$ cat config.mk
export PLATFORM = sky130hd
export DESIGN_NAME = tls_plaintext_record_deframer
export DESIGN_NICKNAME = d
export VERILOG_FILES = /design/src/hw/rtl/tprd_pkg.sv /design/src/hw/rtl/tprd_parser.sv /design/src/hw/rtl/tls_plaintext_record_deframer.sv
export SDC_FILE = /design/constraint.sdc
export NUM_CORES = 1
export LEC_CHECK = 0
export ABC_AREA = 1
export BUFFER_PORTS_ARGS = -buffer_cell sky130_fd_sc_hd__clkbuf_2
export CAP_MARGIN = 30
export CORE_MARGIN = 1.5
export CORE_UTILIZATION = 45
export CTS_CLUSTER_DIAMETER = 120
export DETAILED_ROUTE_END_ITERATION = 8
export RECOVER_POWER = 25
export REMOVE_ABC_BUFFERS = 1
export SKIP_CTS_REPAIR_TIMING = 1
export SLEW_MARGIN = 25
export SYNTH_ARGS = -nofsm -noshare
export SYNTH_HDL_FRONTEND = slang
export SYNTH_SLANG_ARGS = --single-unit
$ cat constraint.sdc
create_clock -name aclk -period 5.6 [get_ports aclk]
set_input_delay 1.12 -clock aclk [delete_from_list [all_inputs] [get_ports aclk]]
set_output_delay 1.12 -clock aclk [all_outputs]
set_load 0.05 [all_outputs]
$ cat src/hw/rtl/tprd_pkg.sv
`default_nettype none

package tprd_pkg;

    // record content types
    localparam logic [7:0] TYPE_CCS       = 8'd20;
    localparam logic [7:0] TYPE_ALERT     = 8'd21;
    localparam logic [7:0] TYPE_HANDSHAKE = 8'd22;
    localparam logic [7:0] TYPE_APPDATA   = 8'd23;

    // the only legal change-cipher-spec payload
    localparam logic [7:0] CCS_BYTE = 8'h01;

    // error codes
    localparam logic [1:0] ERR_UNKNOWN_TYPE = 2'd0;
    localparam logic [1:0] ERR_TOO_LONG     = 2'd1;
    localparam logic [1:0] ERR_ZERO_LENGTH  = 2'd2;
    localparam logic [1:0] ERR_BAD_CCS      = 2'd3;

    // result kinds
    localparam logic KIND_DATA  = 1'b0;
    localparam logic KIND_ERROR = 1'b1;

    // configuration register indexes
    localparam logic CFG_IDX_MAX_LEN = 1'b0;
    localparam logic CFG_IDX_SKIP    = 1'b1;

    localparam logic [15:0] MAX_LEN_RESET = 16'd16384;
    localparam logic        SKIP_RESET    = 1'b0;

    // position inside the 5-byte record header, or in the payload
    typedef enum logic [2:0] {
        POS_TYPE,
        POS_VER_HI,
        POS_VER_LO,
        POS_LEN_HI,
        POS_LEN_LO,
        POS_PAYLOAD
    } hdr_pos_t;

    typedef struct packed {
        logic        kind;
        logic [7:0]  data_byte;
        logic [7:0]  content_type;
        logic [15:0] record_version;
        logic        last;
        logic [1:0]  error_code;
    } result_t;

    typedef struct packed {
        logic [15:0] max_len;
        logic        skip_load;
        logic        skip_value;
    } cfg_t;

endpackage

`default_nettype wire

$ cat src/hw/rtl/tprd_parser.sv
`default_nettype none

module tprd_parser
    import tprd_pkg::*;
(
    input  wire logic       aclk,
    input  wire logic       aresetn,
    input  wire cfg_t       cfg,
    input  wire logic       step,
    input  wire logic [7:0] in_byte,
    output logic            res_valid,
    output result_t         res
);

    hdr_pos_t    pos_reg, pos_next;
    logic [7:0]  type_reg, type_next;
    logic [15:0] version_reg, version_next;
    logic [15:0] remaining_reg, remaining_next;
    logic        skip_reg, skip_next;
    logic        ccs_ok_reg, ccs_ok_next;
    logic        error_reg, error_next;

    logic [15:0] hdr_len;
    logic [15:0] rem_dec;
    logic        last;
    logic        skip_app;
    logic        known_type;
    logic        too_long;
    logic        ccs_ok_now;
    logic        active;

    assign active     = step && !error_reg;
    assign hdr_len    = {remaining_reg[15:8], in_byte};
    assign rem_dec    = remaining_reg - 16'd1;
    assign last       = (rem_dec == 16'd0);
    assign skip_app   = skip_reg && (type_reg == TYPE_APPDATA);
    assign known_type = (type_reg == TYPE_CCS) || (type_reg == TYPE_ALERT)
                        || (type_reg == TYPE_HANDSHAKE);
    assign too_long   = (hdr_len > cfg.max_len);
    assign ccs_ok_now = ccs_ok_reg && (in_byte == CCS_BYTE);

    // header position sequencing
    always_comb begin
        pos_next = pos_reg;
        if (active) begin
            case (pos_reg)
                POS_TYPE:   pos_next = POS_VER_HI;
                POS_VER_HI: pos_next = POS_VER_LO;
                POS_VER_LO: pos_next = POS_LEN_HI;
                POS_LEN_HI: pos_next = POS_LEN_LO;
                POS_LEN_LO: begin
                    if (skip_app) begin
                        pos_next = (hdr_len == 16'd0) ? POS_TYPE : POS_PAYLOAD;
                    end else if (known_type && !too_long && hdr_len != 16'd0) begin
                        pos_next = POS_PAYLOAD;
                    end
                end
                POS_PAYLOAD: begin
                    if (last) begin
                        pos_next = POS_TYPE;
                    end
                end
                default: pos_next = POS_TYPE;
            endcase
        end
    end

    // header fields, checks and results
    always_comb begin
        type_next      = type_reg;
        version_next   = version_reg;
        remaining_next = remaining_reg;
        skip_next      = skip_reg;
        ccs_ok_next    = ccs_ok_reg;
        error_next     = error_reg;
        res_valid      = 1'b0;
        res.kind           = KIND_DATA;
        res.data_byte      = in_byte;
        res.content_type   = type_reg;
        res.record_version = version_reg;
        res.last           = last;
        res.error_code     = ERR_UNKNOWN_TYPE;

        if (active) begin
            case (pos_reg)
                POS_TYPE:   type_next = in_byte;
                POS_VER_HI: version_next = {in_byte, 8'h00};
                POS_VER_LO: version_next = {version_reg[15:8], in_byte};
                POS_LEN_HI: remaining_next = {in_byte, 8'h00};
                POS_LEN_LO: begin
                    remaining_next = hdr_len;
                    if (!skip_app) begin
                        if (skip_reg && type_reg != TYPE_CCS) begin
                            skip_next = 1'b0;
                        end
                        if (!known_type) begin
                            res_valid      = 1'b1;
                            res.error_code = ERR_UNKNOWN_TYPE;
                        end else if (too_long) begin
                            res_valid      = 1'b1;
                            res.error_code = ERR_TOO_LONG;
                        end else if (hdr_len == 16'd0) begin
                            res_valid      = 1'b1;
                            res.error_code = ERR_ZERO_LENGTH;
                        end else if (type_reg == TYPE_CCS) begin
                            ccs_ok_next = (hdr_len == 16'd1);
                        end
                        if (res_valid) begin
                            res.kind      = KIND_ERROR;
                            res.data_byte = 8'h00;
                            res.last      = 1'b0;
                            error_next    = 1'b1;
                        end
                    end
                end
                POS_PAYLOAD: begin
                    remaining_next = rem_dec;
                    if (type_reg == TYPE_CCS) begin
                        ccs_ok_next = ccs_ok_now;
                        if (last && !ccs_ok_now) begin
                            res_valid      = 1'b1;
                            res.kind       = KIND_ERROR;
                            res.data_byte  = 8'h00;
                            res.last       = 1'b0;
                            res.error_code = ERR_BAD_CCS;
                            error_next     = 1'b1;
                        end
                    end else if (type_reg != TYPE_APPDATA) begin
                        res_valid = 1'b1;
                    end
                end
                default: ;
            endcase
        end

        // writing the skip register reloads the mode at once
        if (cfg.skip_load) begin
            skip_next = cfg.skip_value;
        end
    end

    always_ff @(posedge aclk) begin
        if (!aresetn) begin
            pos_reg       <= POS_TYPE;
            type_reg      <= 8'h00;
            version_reg   <= 16'h0000;
            remaining_reg <= 16'h0000;
            skip_reg      <= SKIP_RESET;
            ccs_ok_reg    <= 1'b0;
            error_reg     <= 1'b0;
        end else begin
            pos_reg       <= pos_next;
            type_reg      <= type_next;
            version_reg   <= version_next;
            remaining_reg <= remaining_next;
            skip_reg      <= skip_next;
            ccs_ok_reg    <= ccs_ok_next;
            error_reg     <= error_next;
        end
    end

endmodule

`default_nettype wire

$ cat src/hw/rtl/tls_plaintext_record_deframer.sv
// a result from the combinational parse is registered in the result register, or first
//   in the skid register while m_* stalls; throughput: one byte per clock while s_tready
//   is high; the header/payload parse is a single combinational pass over the state
//   registers, followed by a two-entry output buffer (result register plus skid register)
// reset: synchronous active-low aresetn clears the parse state, the sticky
//   error and both output entries; config returns to 16384 / skip off
`default_nettype none

module tls_plaintext_record_deframer
    import tprd_pkg::*;
(
    input  wire logic        aclk,
    input  wire logic        aresetn,

    // byte stream in
    input  wire logic        s_tvalid,
    output logic             s_tready,
    input  wire logic [7:0]  s_tdata,   // [7:0] in_byte

    // payload bytes and errors out
    output logic             m_tvalid,
    input  wire logic        m_tready,
    output logic [39:0]      m_tdata,   // [7:0] data_byte, [15:8] content_type,
                                        // [31:16] record_version, [33:32] error_code,
                                        // [39:34] zero
    output logic             m_tuser,   // [0] result_kind (0 data, 1 error)
    output logic             m_tlast,   // last payload byte of the record

    // configuration writes
    input  wire logic        cfg_valid,
    output logic             cfg_ready,
    input  wire logic        cfg_addr,  // register index
    input  wire logic [15:0] cfg_data
);

    // configuration registers
    logic [15:0] max_len_reg, max_len_next;
    cfg_t        cfg;
    logic        cfg_write;

    // output buffer
    logic        out_valid_reg, out_valid_next;
    result_t     out_reg, out_next;
    logic        skid_valid_reg, skid_valid_next;
    result_t     skid_reg, skid_next;
    logic        out_free;

    // parser interface
    logic        in_xfer;
    logic        res_valid;
    result_t     res;

    assign cfg_ready = 1'b1;
    assign cfg_write = cfg_valid && cfg_ready;

    always_comb begin
        max_len_next = max_len_reg;
        if (cfg_write && cfg_addr == CFG_IDX_MAX_LEN) begin
            max_len_next = cfg_data;
        end
    end

    assign cfg.max_len    = max_len_reg;
    assign cfg.skip_load  = cfg_write && (cfg_addr == CFG_IDX_SKIP);
    assign cfg.skip_value = cfg_data[0];

    // input is held off only while the skid entry is occupied
    assign s_tready = !skid_valid_reg;
    assign in_xfer  = s_tvalid && s_tready;

    tprd_parser u_parser (
        .aclk      (aclk),
        .aresetn   (aresetn),
        .cfg       (cfg),
        .step      (in_xfer),
        .in_byte   (s_tdata),
        .res_valid (res_valid),
        .res       (res)
    );

    // result register is free when empty or being drained this cycle
    assign out_free = !out_valid_reg || m_tready;

    always_comb begin
        out_valid_next  = out_valid_reg;
        out_next        = out_reg;
        skid_valid_next = skid_valid_reg;
        skid_next       = skid_reg;
        if (out_free) begin
            if (skid_valid_reg) begin
                // no transfer this cycle, just move the parked result up
                out_valid_next  = 1'b1;
                out_next        = skid_reg;
                skid_valid_next = 1'b0;
            end else begin
                out_valid_next = res_valid;
                out_next       = res;
            end
        end else if (res_valid) begin
            // output stalled: park the new result
            skid_valid_next = 1'b1;
            skid_next       = res;
        end
    end

    always_ff @(posedge aclk) begin
        if (!aresetn) begin
            max_len_reg    <= MAX_LEN_RESET;
            out_valid_reg  <= 1'b0;
            skid_valid_reg <= 1'b0;
        end else begin
            max_len_reg    <= max_len_next;
            out_valid_reg  <= out_valid_next;
            skid_valid_reg <= skid_valid_next;
        end
    end

    // payload registers, no reset needed
    always_ff @(posedge aclk) begin
        out_reg  <= out_next;
        skid_reg <= skid_next;
    end

    assign m_tvalid = out_valid_reg;
    assign m_tuser  = out_reg.kind;
    assign m_tlast  = out_reg.last;
    assign m_tdata  = {6'b000000, out_reg.error_code, out_reg.record_version,
                       out_reg.content_type, out_reg.data_byte};

    // the skid entry is only ever filled behind a stalled result
    a_skid_behind_out: assert property (@(posedge aclk) disable iff (!aresetn)
        skid_valid_reg |-> out_valid_reg)
        else $error("skid entry holds a result while result register is empty");

    // error results carry no byte and no end-of-record mark
    a_error_shape: assert property (@(posedge aclk) disable iff (!aresetn)
        m_tvalid && m_tuser == KIND_ERROR |-> !m_tlast && m_tdata[7:0] == 8'h00)
        else $error("error result with payload byte or last mark");

    // data results come only from alert or handshake records
    a_data_type: assert property (@(posedge aclk) disable iff (!aresetn)
        m_tvalid && m_tuser == KIND_DATA |->
            (m_tdata[15:8] == TYPE_ALERT || m_tdata[15:8] == TYPE_HANDSHAKE)
            && m_tdata[33:32] == ERR_UNKNOWN_TYPE)
        else $error("data result from a record type that is never forwarded");

endmodule

`default_nettype wire
==> results.py <==
metrics = {
    "die": {
        "dieArea_sq_mm": 0.0155,
        "std_cell_rows": 44,
        "io_pins": 75,
        "die_h_microns": 124,
        "start_util_pct": 45.9,
        "fp.dieW_microns": 124,
        "coreArea_sq_mm": 0.0145,
    },
    "clock_tree": {
        "clk_path_buf_depth": 2,
        "insertion_delay_ns": 0.42,
        "cts_tree": "built",
        "ctsRootBufferMaster": "clkbuf_16",
        "numCtsBuffers": 17,
        "clk_pin_slew_ns": 0.06,
        "htreeDepth": 4,
        "clkSinkCount": 136,
    },
    "timing": {
        "fmax_mhz": 274,
        "hold_viol": 0,
        "fin_tns_setup_ns": 0,
        "rsz0062_at_grt": "false",
        "min_period_ns": 3.65,
        "finalSetupViolCount": 0,
        "tightest_slew_ns": 2.15,
        "relSlewSlack_pct": -43.3,
        "finalClockSkew_ns": 0.00913,
        "whs_ns": 0.457,
        "maxSlewViolCount": 125,
        "setup_ws_ns": 1.95,
        "finalCritPeriodShare_pct": 65.2,
    },
    "logic_synthesis": {
        "ys_seq_area_share_pct": 51.9,
        "synth_area_sq_mm": 0.00664,
        "synth-edff-count": 72,
        "synth_area_per_cell_sq_um": 8.19,
        "synth.distinct_cells": 39,
        "yosysWarnings": 0,
        "synth_cells": 811,
        "async_reset_ff_share_pct": 0,
        "synthFlopType": "edfxtp_1",
        "ys_ff_latch": 136,
    },
    "drt": {
        "num_vias": 5644,
        "first_pass_iters": 5,
        "wl_met2_mm": 8.31,
        "drt-met1-wl_mm": 7.98,
        "highest_layer": "met4",
        "via_per_inst": 5.26,
        "drtAntennaViolNets": 0,
        "drt-initial-drc-count": 379,
        "remaining_drc_errors": 0,
        "wl_met3_microns": 940,
        "routed_wl_mm": 17.6,
        "wl_per_cell_microns": 16.4,
    },
    "worst_setup_path": {
        "path_class": "in2reg",
        "critPathCaptureType": "register",
        "crit_fanout": 19,
        "start_kind": "primary input",
        "cp.arrival_ns": 3.75,
        "required_ns": 5.70,
    },
    "cells_and_area": {
        "n_fill_cell": 1379,
        "largest_reg_flops": 36,
        "diodes": 0,
        "register_area_sq_mm": 0.00344,
        "drive_above_1_share_pct": 14.8,
        "final_cells": 1074,
        "multi_input_area_sq_mm": 0.00273,
        "fin_nets": 925,
        "final_core_util_pct": 53.2,
        "area_delta_synth_final_pct": 16.1,
        "finalInstanceArea_sq_mm": 0.00771,
    },
    "global_route": {
        "grt_pass1_vias": 5270,
        "grt_pass1_wl_mm": 27.9,
        "grt_overflow_total": 0,
        "grt_start_max_net_pins": 43,
        "antenna_found_initial": 0,
        "grt_use_total_pct": 23.4,
    },
    "placement": {
        "dp.cells": 1040,
        "place.gp.congestion": 0.933,
        "place_hpwl_mm": 13.2,
        "dp_worst_setup_slack_ns": 1.46,
        "io_buffers": 67,
        "postPlaceCellArea_sq_mm": 0.00712,
    },
    "power_and_ir_drop": {
        "clock_power_share_pct": 38.5,
        "power_switching_mw": 0.892,
        "power_mw": 2.85,
        "p_seq_share_pct": 40.9,
        "p_leak_nw": 3.42,
        "p_comb_share_pct": 20.7,
        "internal_power_mw": 1.95,
        "p_sw_share_pct": 31.3,
        "peakVddDrop_uv": 189,
        "power_density_mw_per_mm2": 369,
    },
    "outcome": {
        "violations": "max-capacitance violations, max-slew violations",
        "status": "finished, violations left",
    },
    "run": {
        "cap_violations": 3,
    },
    "hold_path": {
        "min_path_type": "reg2reg",
    },
}
-- metal layers --
layer  global-route usage (%)  vias to the layer above
met4                     8.05                        0
met1                     31.8                     2632
met2                     37.0                      180
met3                     4.98                       31
met5                        0                        -
li1                         -                     2801
-- critical path, stage by stage --
cell and delay (ns):
clkbuf_2 0.13, inv_1 0.14, ha_1 0.24, o21bai_1 0.14, nand2_1 0.06, nand2_1 0.05
nand2_1 0.04, nand2_1 0.05, nand2_1 0.04, nand2_1 0.08, nand2_1 0.08, nand2_1 0.10
nand2_1 0.20, nand2_1 0.19, nand3_4 0.14, a21oi_4 0.55, buf_4 0.39
-- layout make-up --
cell class	count	share of cell area (%)
Multi-Input combinational cell	556	35.4
Tap cell	184	2.99
Timing Repair Buffer	74	4.89
Clock buffer	20	5.93
Sequential cell	136	44.7
Clock inverter	12	1.61
Inverter	92	4.48
-- power groups by stage --
stage / sequential (mW) / combinational (mW) / clock (mW)
after global placement: 1.18 / 0.574 / 0
final: 1.16 / 0.588 / 1.10
after detailed placement: 1.18 / 0.580 / 0
after floorplan: 1.27 / 0.332 / 0
after CTS: 1.16 / 0.583 / 1.12
after global routing: 1.17 / 0.650 / 1.16
-- cells in the mapped netlist, types with 10 or more instances --
library cell  instances  share of area [%]
edfxtp_1             72                 33
inv_1                85                4.8
dfxtp_1              64                 19
a21oi_1              61                4.6
nand3_1              49                3.7
nand4_1              11                1.0
o21ai_0              49                3.7
ha_1                 18                3.4
nand2_1             219                 12
a31oi_1              10               0.94
nor2_1               75                4.2
clkbuf_1             19                1.1
-- final timing paths --
kind	start	end	slack, ns	depth (start not counted)
worst max-delay path	s_tdata[0]	skid_reg[18]	1.95	17
worst max register to register	u_parser.remaining_reg[0]	skid_reg[18]	2.34	13
worst min register to register	u_parser.type_reg[2]	skid_reg[21]	0.46	0
worst min-delay path	u_parser.type_reg[2]	skid_reg[21]	0.46	0
-- cell families (layout without fill, tap and decap cells) --
logic type               Yosys count  after routing  synth area share [%]
AND/OR/NAND/NOR                  391            391                  25.3
adder cells (fa/ha/maj)           18             18                  3.39
buffers and inverters            124            198                  7.52
XOR/XNOR                           4              4                 0.528
flip-flops                       136            136                  51.9
other                              2              7                 0.113
AO/OA/AOI/OAI                    136            136                  11.3
-- cell usage in the layout, fill, tap and decap left out, drive strengths merged, types with 4 or more instances in the layout --
master	Yosys	final
ha	18	18
a31oi	10	10
nand4	11	11
dfxtp	64	64
edfxtp	72	72
nand2	225	225
and2	8	8
o21ai	53	53
clkinv	1	8
nor3	9	9
inv	91	94
clkbuf	19	90
conb	2	7
a21oi	62	62
buf	13	4
nor2	84	84
nand3	52	52
No activity file was read; power rests on OpenSTA's default activity.
